==> config.mk <==
export PLATFORM = sky130hd
export DESIGN_NAME = counted_key_set_register
export DESIGN_NICKNAME = d
export VERILOG_FILES = /design/src/ckset_pkg.sv /design/src/ckset_ram.sv /design/src/ckset_ctrl.sv /design/src/ckset_dp.sv /design/src/counted_key_set_register.sv
export SDC_FILE = /design/constraint.sdc
export NUM_CORES = 2
export LEC_CHECK = 0
export ABC_CLOCK_PERIOD_IN_PS = 19660
export BUFFER_PORTS_ARGS = -buffer_cell sky130_fd_sc_hd__buf_2
export CAP_MARGIN = 20
export CORE_UTILIZATION = 41
export CTS_CLUSTER_DIAMETER = 150
export CTS_CLUSTER_SIZE = 10
export DETAILED_ROUTE_END_ITERATION = 8
export GPL_TIMING_DRIVEN = 0
export PLACE_DENSITY_LB_ADDON = 0.15
export SLEW_MARGIN = 25
export SYNTH_ARGS = -nofsm -noshare
export SYNTH_HDL_FRONTEND = slang
export SYNTH_SLANG_ARGS = --single-unit
==> constraint.sdc <==
create_clock -name clock -period 19.66 [get_ports clock]
set_input_delay 3.932 -clock clock [delete_from_list [all_inputs] [get_ports clock]]
set_output_delay 3.932 -clock clock [all_outputs]
set_load 0.005 [all_outputs]
==> src/ckset_pkg.sv <==
`timescale 1ns / 1ps
// ----------------------------------------------------------------------------
// ckset_pkg
// Shared types and constants for the counted key set register.
// ----------------------------------------------------------------------------
package ckset_pkg;

   localparam int KEYS           = 128;
   localparam int COUNT_WIDTH    = 16;
   localparam int VALUE_WIDTH    = 16;
   localparam int CMD_WIDTH      = 3;
   localparam int BITS_PER_WORD  = 64;
   localparam int WORDS          = KEYS / BITS_PER_WORD;
   localparam int KEY_WIDTH      = $clog2(KEYS);
   localparam int WORD_CNT_WIDTH = (WORDS > 1) ? $clog2(WORDS) : 1;
   localparam int CSR_ADDR_WIDTH = 3;
   localparam int CSR_DATA_WIDTH = 32;

   localparam logic [COUNT_WIDTH-1:0] COUNT_MAX = '1;

   // Register index, taken from the word address of the CSR port.
   localparam logic REG_DECREMENT_MODE = 1'b0;

   typedef enum logic [CMD_WIDTH-1:0] {
      OP_SET_ACTION  = 3'd0,
      OP_UPDATE      = 3'd1,
      OP_UPDATE_DUMP = 3'd2,
      OP_DUMP        = 3'd3,
      OP_CLEAR       = 3'd4
   } ckset_op_type;

   typedef enum logic [1:0] {
      ST_IDLE,
      ST_UPDATE,
      ST_UPDATE_DUMP,
      ST_DUMP
   } ckset_state_type;

   typedef struct packed {
      logic [CMD_WIDTH-1:0]          cmd;
      logic signed [VALUE_WIDTH-1:0] value;
   } ckset_req_type;

   typedef struct packed {
      logic                     word_index;
      logic [BITS_PER_WORD-1:0] occupied_bits;
      logic                     set_empty;
      logic                     last;
   } ckset_rsp_type;

   // Controller to datapath.
   typedef struct packed {
      logic accept;
      logic set_action;
      logic clear_all;
      logic read_key;
      logic write_back;
      logic load_word;
   } ckset_ctl_type;

   // Datapath to controller.
   typedef struct packed {
      logic [CMD_WIDTH-1:0] cmd;
      logic                 key_ok;
      logic                 slot_free;
      logic                 word_last;
   } ckset_status_type;

endpackage

==> src/ckset_ram.sv <==
`timescale 1ns / 1ps
`default_nettype none
// ----------------------------------------------------------------------------
// ckset_ram
// Generic single-write, single-read RAM with registered read data.
// ----------------------------------------------------------------------------
module ckset_ram #(
   parameter int WIDTH = 16,
   parameter int DEPTH = 128
) (
   input  wire logic                     clock,
   input  wire logic                     wr_en,
   input  wire logic [$clog2(DEPTH)-1:0] wr_addr,
   input  wire logic [WIDTH-1:0]         wr_data,
   input  wire logic                     rd_en,
   input  wire logic [$clog2(DEPTH)-1:0] rd_addr,
   output logic      [WIDTH-1:0]         rd_data
);

   logic [WIDTH-1:0] mem_ff [DEPTH];

   always_ff @(posedge clock) begin
      if (wr_en) begin
         mem_ff[wr_addr] <= wr_data;
      end
      if (rd_en) begin
         rd_data <= mem_ff[rd_addr];
      end
   end

endmodule
`default_nettype wire

==> src/ckset_ctrl.sv <==
`timescale 1ns / 1ps
`default_nettype none
// ----------------------------------------------------------------------------
// ckset_ctrl
// Sequencer: takes one word at a time, runs set action, clear, counter updates and dumps.
// ----------------------------------------------------------------------------
module ckset_ctrl (
   input  wire logic                       clock,
   input  wire logic                       reset,
   input  wire logic                       req_valid,
   input  wire ckset_pkg::ckset_status_type status,
   output logic                            req_stall,
   output ckset_pkg::ckset_ctl_type        ctl
);

   ckset_pkg::ckset_state_type state_ff, state_in;

   always_ff @(posedge clock) begin
      if (reset) begin
         state_ff <= ckset_pkg::ST_IDLE;
      end else begin
         state_ff <= state_in;
      end
   end

   always_comb begin
      state_in  = state_ff;
      ctl       = '0;
      req_stall = (state_ff != ckset_pkg::ST_IDLE);
      case (state_ff)
         ckset_pkg::ST_IDLE: begin
            if (req_valid) begin
               ctl.accept = 1'b1;
               case (status.cmd)
                  ckset_pkg::OP_SET_ACTION: begin
                     ctl.set_action = status.key_ok;
                  end
                  ckset_pkg::OP_UPDATE: begin
                     if (status.key_ok) begin
                        ctl.read_key = 1'b1;
                        state_in     = ckset_pkg::ST_UPDATE;
                     end
                  end
                  ckset_pkg::OP_UPDATE_DUMP: begin
                     ctl.read_key = status.key_ok;
                     state_in     = status.key_ok ? ckset_pkg::ST_UPDATE_DUMP
                                                  : ckset_pkg::ST_DUMP;
                  end
                  ckset_pkg::OP_DUMP: begin
                     state_in = ckset_pkg::ST_DUMP;
                  end
                  ckset_pkg::OP_CLEAR: begin
                     ctl.clear_all = 1'b1;
                  end
                  default: begin
                     // unused codes: drop
                  end
               endcase
            end
         end
         ckset_pkg::ST_UPDATE: begin
            ctl.write_back = 1'b1;
            state_in       = ckset_pkg::ST_IDLE;
         end
         ckset_pkg::ST_UPDATE_DUMP: begin
            ctl.write_back = 1'b1;
            state_in       = ckset_pkg::ST_DUMP;
         end
         ckset_pkg::ST_DUMP: begin
            if (status.slot_free) begin
               ctl.load_word = 1'b1;
               if (status.word_last) begin
                  state_in = ckset_pkg::ST_IDLE;
               end
            end
         end
         default: begin
            state_in = ckset_pkg::ST_IDLE;
         end
      endcase
   end

endmodule
`default_nettype wire

==> src/ckset_dp.sv <==
`timescale 1ns / 1ps
`default_nettype none
// ----------------------------------------------------------------------------
// ckset_dp
// Datapath: count RAM, valid and occupancy flags, dump output register.
// ----------------------------------------------------------------------------
module ckset_dp (
   input  wire logic                       clock,
   input  wire logic                       reset,
   input  wire ckset_pkg::ckset_req_type   req_data,
   input  wire logic                       decrement_mode,
   input  wire ckset_pkg::ckset_ctl_type   ctl,
   output ckset_pkg::ckset_status_type     status,
   input  wire logic                       rsp_stall,
   output logic                            rsp_valid,
   output ckset_pkg::ckset_rsp_type        rsp_data
);

   logic                                     store_action_ff, store_action_in;
   logic [ckset_pkg::KEY_WIDTH-1:0]          key_ff, key_in;
   logic [ckset_pkg::KEYS-1:0]               valid_ff, valid_in;
   logic [ckset_pkg::KEYS-1:0]               occupied_ff, occupied_in;
   logic [ckset_pkg::WORD_CNT_WIDTH-1:0]     word_ff, word_in;
   logic                                     rsp_valid_ff, rsp_valid_in;
   ckset_pkg::ckset_rsp_type                 rsp_data_ff, rsp_data_in;

   logic [ckset_pkg::COUNT_WIDTH-1:0]        ram_rdata;
   logic [ckset_pkg::COUNT_WIDTH-1:0]        count_cur;
   logic [ckset_pkg::COUNT_WIDTH-1:0]        count_new;
   logic                                     key_ok;
   logic                                     word_last;

   ckset_ram #(
      .WIDTH (ckset_pkg::COUNT_WIDTH),
      .DEPTH (ckset_pkg::KEYS)
   ) u_count_ram (
      .clock   (clock),
      .wr_en   (ctl.write_back),
      .wr_addr (key_ff),
      .wr_data (count_new),
      .rd_en   (ctl.read_key),
      .rd_addr (key_in),
      .rd_data (ram_rdata)
   );

   // Key in range: sign clear and magnitude below the key count.
   assign key_ok = !req_data.value[ckset_pkg::VALUE_WIDTH-1]
                   && (req_data.value[ckset_pkg::VALUE_WIDTH-2:0]
                       < (ckset_pkg::VALUE_WIDTH-1)'(ckset_pkg::KEYS));
   assign key_in    = req_data.value[ckset_pkg::KEY_WIDTH-1:0];
   assign word_last = (word_ff == ckset_pkg::WORD_CNT_WIDTH'(ckset_pkg::WORDS - 1));

   // An entry never written since reset or clear reads as zero.
   assign count_cur = valid_ff[key_ff] ? ram_rdata : '0;

   always_comb begin
      if (store_action_ff) begin
         count_new = (count_cur == ckset_pkg::COUNT_MAX) ? count_cur
                                                         : count_cur + 1'b1;
      end else if (decrement_mode) begin
         count_new = (count_cur == '0) ? count_cur : count_cur - 1'b1;
      end else begin
         count_new = '0;
      end
   end

   always_comb begin
      store_action_in = store_action_ff;
      if (ctl.set_action) begin
         store_action_in = (req_data.value != '0);
      end

      valid_in    = valid_ff;
      occupied_in = occupied_ff;
      if (ctl.clear_all) begin
         valid_in    = '0;
         occupied_in = '0;
      end else if (ctl.write_back) begin
         valid_in[key_ff]    = 1'b1;
         occupied_in[key_ff] = (count_new != '0);
      end

      word_in     = word_ff;
      rsp_data_in = rsp_data_ff;
      if (ctl.load_word) begin
         word_in                   = word_last ? '0 : word_ff + 1'b1;
         rsp_data_in.word_index    = word_ff[0];
         rsp_data_in.occupied_bits =
            occupied_ff[word_ff * ckset_pkg::BITS_PER_WORD +: ckset_pkg::BITS_PER_WORD];
         rsp_data_in.set_empty     = ~|occupied_ff;
         rsp_data_in.last          = word_last;
      end

      rsp_valid_in = ctl.load_word | (rsp_valid_ff & rsp_stall);
   end

   always_ff @(posedge clock) begin
      if (reset) begin
         store_action_ff <= 1'b0;
         valid_ff        <= '0;
         occupied_ff     <= '0;
         word_ff         <= '0;
         rsp_valid_ff    <= 1'b0;
      end else begin
         store_action_ff <= store_action_in;
         valid_ff        <= valid_in;
         occupied_ff     <= occupied_in;
         word_ff         <= word_in;
         rsp_valid_ff    <= rsp_valid_in;
      end
      if (ctl.accept) begin
         key_ff <= key_in;
      end
      rsp_data_ff <= rsp_data_in;
   end

   assign status.cmd       = req_data.cmd;
   assign status.key_ok    = key_ok;
   assign status.slot_free = !rsp_valid_ff || !rsp_stall;
   assign status.word_last = word_last;

   assign rsp_valid = rsp_valid_ff;
   assign rsp_data  = rsp_data_ff;

endmodule
`default_nettype wire

==> src/counted_key_set_register.sv <==
`timescale 1ns / 1ps
`default_nettype none
// ----------------------------------------------------------------------------
// counted_key_set_register
// Set of 128 keys with saturating 16-bit use counts and occupancy dump.
// ----------------------------------------------------------------------------
// Usage:
//   The req_ channel takes one command word (cmd, value) at a time; the block
//   stalls it while a word is in progress. In an update the count is read
//   from the count RAM in the accept cycle and written back in the next one,
//   so the RAM read latency sets the update rate. A dump loads one rsp_ word
//   per 64-key group (two words, lowest keys first, last on the final one),
//   one per cycle while the receiver does not stall: the sequencer moves to
//   its dump state after the accept (through the update write-back first for
//   update-then-dump) and loads each word there into the output register.
//   rsp_ words pass through one output register: a new command is taken
//   while the final dump word still waits there, and a stalled receiver
//   holds the dump in place until the register frees up.
//   Reset clears all counts (through per-key valid flags, no RAM sweep),
//   the store action flag and decrement_mode. A clear command empties the
//   set and gives no output word.
//   decrement_mode sits at CSR byte address 0; write it only while idle.
// ----------------------------------------------------------------------------
module counted_key_set_register (
   input  wire logic                                  clock,
   input  wire logic                                  reset,
   // command channel
   input  wire logic                                  req_valid,
   output logic                                       req_stall,
   input  wire ckset_pkg::ckset_req_type              req_data,
   // dump word channel
   output logic                                       rsp_valid,
   input  wire logic                                  rsp_stall,
   output ckset_pkg::ckset_rsp_type                   rsp_data,
   // register port
   input  wire logic                                  psel,
   input  wire logic                                  penable,
   input  wire logic                                  pwrite,
   input  wire logic [ckset_pkg::CSR_ADDR_WIDTH-1:0]  paddr,
   input  wire logic [ckset_pkg::CSR_DATA_WIDTH-1:0]  pwdata,
   output logic      [ckset_pkg::CSR_DATA_WIDTH-1:0]  prdata,
   output logic                                       pready
);

   logic                        decrement_mode_ff, decrement_mode_in;
   logic                        csr_write;
   logic                        csr_index;
   ckset_pkg::ckset_ctl_type    ctl;
   ckset_pkg::ckset_status_type status;

   // Register index is the word address; byte offset bits are ignored.
   assign csr_index = paddr[ckset_pkg::CSR_ADDR_WIDTH-1];
   assign csr_write = psel & penable & pwrite;
   assign pready    = 1'b1;

   always_comb begin
      decrement_mode_in = decrement_mode_ff;
      if (csr_write && (csr_index == ckset_pkg::REG_DECREMENT_MODE)) begin
         decrement_mode_in = pwdata[0];
      end
   end

   always_comb begin
      prdata = '0;
      if (csr_index == ckset_pkg::REG_DECREMENT_MODE) begin
         prdata[0] = decrement_mode_ff;
      end
   end

   always_ff @(posedge clock) begin
      if (reset) begin
         decrement_mode_ff <= 1'b0;
      end else begin
         decrement_mode_ff <= decrement_mode_in;
      end
   end

   // Sequencer: decides per command word which datapath steps run.
   ckset_ctrl u_ctrl (
      .clock     (clock),
      .reset     (reset),
      .req_valid (req_valid),
      .status    (status),
      .req_stall (req_stall),
      .ctl       (ctl)
   );

   // Counts, occupancy flags and the output register.
   ckset_dp u_dp (
      .clock          (clock),
      .reset          (reset),
      .req_data       (req_data),
      .decrement_mode (decrement_mode_ff),
      .ctl            (ctl),
      .status         (status),
      .rsp_stall      (rsp_stall),
      .rsp_valid      (rsp_valid),
      .rsp_data       (rsp_data)
   );

endmodule
`default_nettype wire
==> impl_metrics.yaml <==
floorplan:
  die_h_um: 478.9
  die_x_um: 478.9
  rows: 174
  design.die.area_mm2: 0.2293
  start_util: 0.4138
  ios: 163
  core_mm2: 0.2253
critical_path:
  worstSetupPathType: "input pin to register"
  cp-end-kind: "register"
  crit_cells: 12
  slowest_stage: "a211oi_1"
  reg2reg_depth: 22
  worst_path_most_repeated_cell: "buf_2"
  critPathBufInv: 7
  path_max_fanout: 10
  path_cells: "buf_2 -> clkbuf_1 -> clkbuf_1 -> buf_2 -> buf_2 -> buf_2 -> buf_2 -> mux4_2 -> mux2i_1 -> o22ai_1 -> a211oi_1 -> nor3_1"
  crit_family: "buffers and inverters"
  required_ns: 20.24
  max_stage_delay_ns: 0.77
  cp-start-kind: "input pin"
  arrival_ns: 9.95
grt:
  antenna_found_initial: 17
  grt_max_degree: 65
  grt_pass1_vias: 50188
  grt_usage: 0.2803
  grt-ovfl-total: 0
  grt_pass1_wl_um: 431900
power_and_ir_drop:
  ir_drop_uv: 79.09
  p_per_area_mw_per_mm2: 98.22
  power_frac_comb: 0.071
  seqPwrFrac: 0.508
  power.leakage_nw: 33.82
  swShare: 0.2272
  power.total_mw: 11.01
  clkPwrFrac: 0.421
  switching_power_mw: 2.503
  p_int_mw: 8.511
final_layout:
  instances_no_fill: 8329
  final_nets: 5310
  final_util: 0.4977
  layout-drive-gt1-share: 0.3418
  area_delta_synth_final_pct: 20.28
route:
  wl_um: 322100
  ant_nets: 0
  wl_per_cell_um: 38.67
  dr.pass1.iters: 6
  drcViolationCount: 0
  via_per_inst: 6.190
  num_vias: 51557
  drtIter0Drc: 6809
timing:
  slew_viol_final: 0
  report.final.setup_viol: 0
  relSlewSlack: 0.2393
  post-route-period-util: 0.4766
  hold_viol: 0
  max_freq_mhz: 106.7
  clock_skew_ns: 0.06739
  rsz0062_at_grt: "no"
  whs_ns: 0.4692
  worstMarginPinSlew_ns: 1.141
  period_minus_slack_ns: 9.370
synthesis:
  ys_seq_area_frac: 0.7446
  synth_compound_area_frac: 0.02889
  synthMuxAreaShare: 0.1758
  syn_inst: 4582
  syn-cell-area_mm2: 0.09323
  synth_cell_type_count: 70
  synthFlopType: "edfxtp_1"
  synth_simple_gate_area_frac: 0.03194
  synth.yosys.warnings: 0
  synth_seq_cells: 2399
  synth-xor-area-share: 0.001597
  synthAdderAreaFrac: 0.0009394
  synth_edf_count: 2137
  async_reset_ff_frac: 0
  postSynthAreaPerCell_um2: 20.35
  synth_top_family_by_area: "multiplexers"
placement:
  io_buffers: 96
  dp_cells: 7943
  gp_congestion: 0.9068
  dp_hpwl_um: 232000
clock_network:
  clkSlewWorstSetupHoldPaths_ns: 0.06
  cts_setup_buffers: 0
  clockRootBuffer: "clkbuf_16"
  cts_resized: 0
  cts_buffer_depth: 4
  cts_tree: "done"
  worstSkewPairLatency_ns: 0.97
  cts_sinks: 2399
  ctsHoldBuffers: 0
  htreeDepth: 5
  numCtsBuffers: 289
run_status:
  status: "completed"
job:
  maxCapViolCount: 0
hold_path:
  min_path_type: "register to register"
  whs_path_depth: 2
==> Yosys cell counts (4+ instances only) <==
| master | instances | area (um^2) |
|---|---|---|
| buf_4 | 33 | 247.7 |
| nand2b_1 | 7 | 43.79 |
| a31oi_1 | 5 | 31.28 |
| a41oi_1 | 5 | 43.79 |
| nor4_1 | 42 | 262.8 |
| nor3_1 | 11 | 55.05 |
| a21oi_2 | 44 | 385.4 |
| nand2_1 | 48 | 180.2 |
| nand3_1 | 20 | 100.1 |
| mux4_2 | 643 | 14480 |
| o221ai_1 | 6 | 52.55 |
| o31ai_1 | 6 | 45.04 |
| buf_6 | 5 | 56.30 |
| a211oi_1 | 18 | 135.1 |
| o22ai_1 | 44 | 275.3 |
| buf_2 | 39 | 195.2 |
| clkbuf_1 | 130 | 488.0 |
| ha_1 | 7 | 87.58 |
| mux2_2 | 79 | 889.6 |
| mux2i_1 | 102 | 1021 |
| nor2_1 | 498 | 1869 |
| inv_1 | 15 | 56.30 |
| xnor2_1 | 12 | 105.1 |
| dfxtp_1 | 262 | 5245 |
| o21ai_0 | 83 | 415.4 |
| or3_1 | 4 | 25.02 |
| a21oi_1 | 33 | 165.2 |
| or4_1 | 6 | 45.04 |
| xor2_1 | 5 | 43.79 |
| a211oi_2 | 66 | 825.8 |
| buf_1 | 60 | 225.2 |
| edfxtp_1 | 2137 | 64170 |
| nor2b_1 | 18 | 112.6 |
| buf_12 | 11 | 220.2 |
| nand4_1 | 16 | 100.1 |
==> layer usage <==
| layer | track usage | vias up | wire length (um) |
|---|---|---|---|
| met3 | 0.06249 | 614 | 29570 |
| met1 | 0.3803 | 27876 | 127500 |
| met2 | 0.4359 | 3002 | 149200 |
| met5 | 0 | - | 61 |
| li1 | - | 20061 | - |
| met4 | 0.1212 | 4 | 15710 |
==> area by class of cell <==
cell class	count	area, um^2
well taps	2992	3744
multi-input cells	1916	23590
inverters	16	60.06
diodes	7	17.52
repair buffers	339	6040
clock inverters	4	42.54
fillers	18070	113200
clock buffers	375	7661
plain buffers	281	1568
flip-flops and latches	2399	69420
==> flip-flops by register name, indices dropped and copies added (netlist names), 2 cells and up <==
signal	flops
u_dp.u_count_ram.rd_data	16
u_dp.valid_ff	128
u_dp.rsp_data	66
u_ctrl.state_ff	2
u_dp.occupied_ff	128
u_dp.key_ff	7
u_dp.u_count_ram.mem_ff	2048
==> kinds of logic (layout without fill, tap and decap cells) <==
kind of cell | Yosys count | in the layout
compound gates | 347 | 347
xor+xnor | 17 | 17
fa+ha+maj | 7 | 7
buf+inv | 297 | 1015
flops | 2399 | 2399
mux | 824 | 824
other cells | 2 | 39
simple gates | 689 | 689
==> metrics by stage <==
| stage | setup slack [ns] | setup TNS (ns) | cell area [um^2] |
|---|---|---|---|
| floorplan | 7.727 | 0 | 93340 |
| global placement | -6.442 | -871.81 | 97570 |
| detailed placement | 9.262 | 0 | 104400 |
| CTS | 10.23 | 0 | 112100 |
| global route | 10.16 | 0 | 112100 |
| finish | 10.29 | 0 | 112100 |
==> cell usage in the layout, fill, tap and decap left out, types with 6 or more instances in the layout <==
| master | instances |
|---|---|
| buf_2 | 191 |
| inv_1 | 15 |
| a21oi_2 | 45 |
| ha_1 | 7 |
| clkbuf_2 | 53 |
| buf_12 | 86 |
| nor3_1 | 10 |
| o22ai_1 | 44 |
| a211oi_1 | 18 |
| conb_1 | 32 |
| xnor2_1 | 12 |
| mux2_2 | 79 |
| buf_6 | 8 |
| buf_16 | 137 |
| a211oi_2 | 66 |
| buf_1 | 12 |
| mux2i_1 | 102 |
| o21ai_0 | 82 |
| diode_2 | 7 |
| nor2b_1 | 15 |
| a21oi_1 | 26 |
| nand3_1 | 20 |
| edfxtp_1 | 2137 |
| buf_8 | 9 |
| or4_1 | 6 |
| clkbuf_1 | 163 |
| nand4_1 | 16 |
| nor4_1 | 40 |
| a21oi_4 | 6 |
| nand2b_1 | 7 |
| dfxtp_1 | 262 |
| nor2_1 | 364 |
| buf_4 | 42 |
| clkbuf_16 | 294 |
| mux4_2 | 643 |
| nor2_4 | 133 |
| o31ai_1 | 6 |
| nand2_1 | 48 |
==> power by group through the flow <==
stage	sequential [mW]	combinational, mW	clock (mW)
2_1_floorplan	5.69	0.378	0
3_3_place_gp	5.71	0.678	0
3_5_place_dp	5.70	0.769	0
4_1_cts	5.59	0.772	4.69
5_1_grt	5.60	0.793	4.87
6_report	5.59	0.779	4.64
==> final timing paths <==
check | start | endpoint | slack [ns]
setup / recovery | req_data[0] | u_dp.u_count_ram.rd_data[3] | 10.29
hold / removal | u_dp.valid_ff[76] | u_dp.valid_ff[76] | 0.47
setup reg to reg | u_dp.key_ff[2] | u_dp.occupied_ff[70] | 11.08
hold reg to reg | u_dp.valid_ff[76] | u_dp.valid_ff[76] | 0.47
==> worst min-delay path: cells and delay by family, from the launching register on <==
kind | cells | cell delay (ns)
and+or+nand+nor | 2 | 0.12
DFF | 1 | 0.32
(Power assumes the default switching activity.)
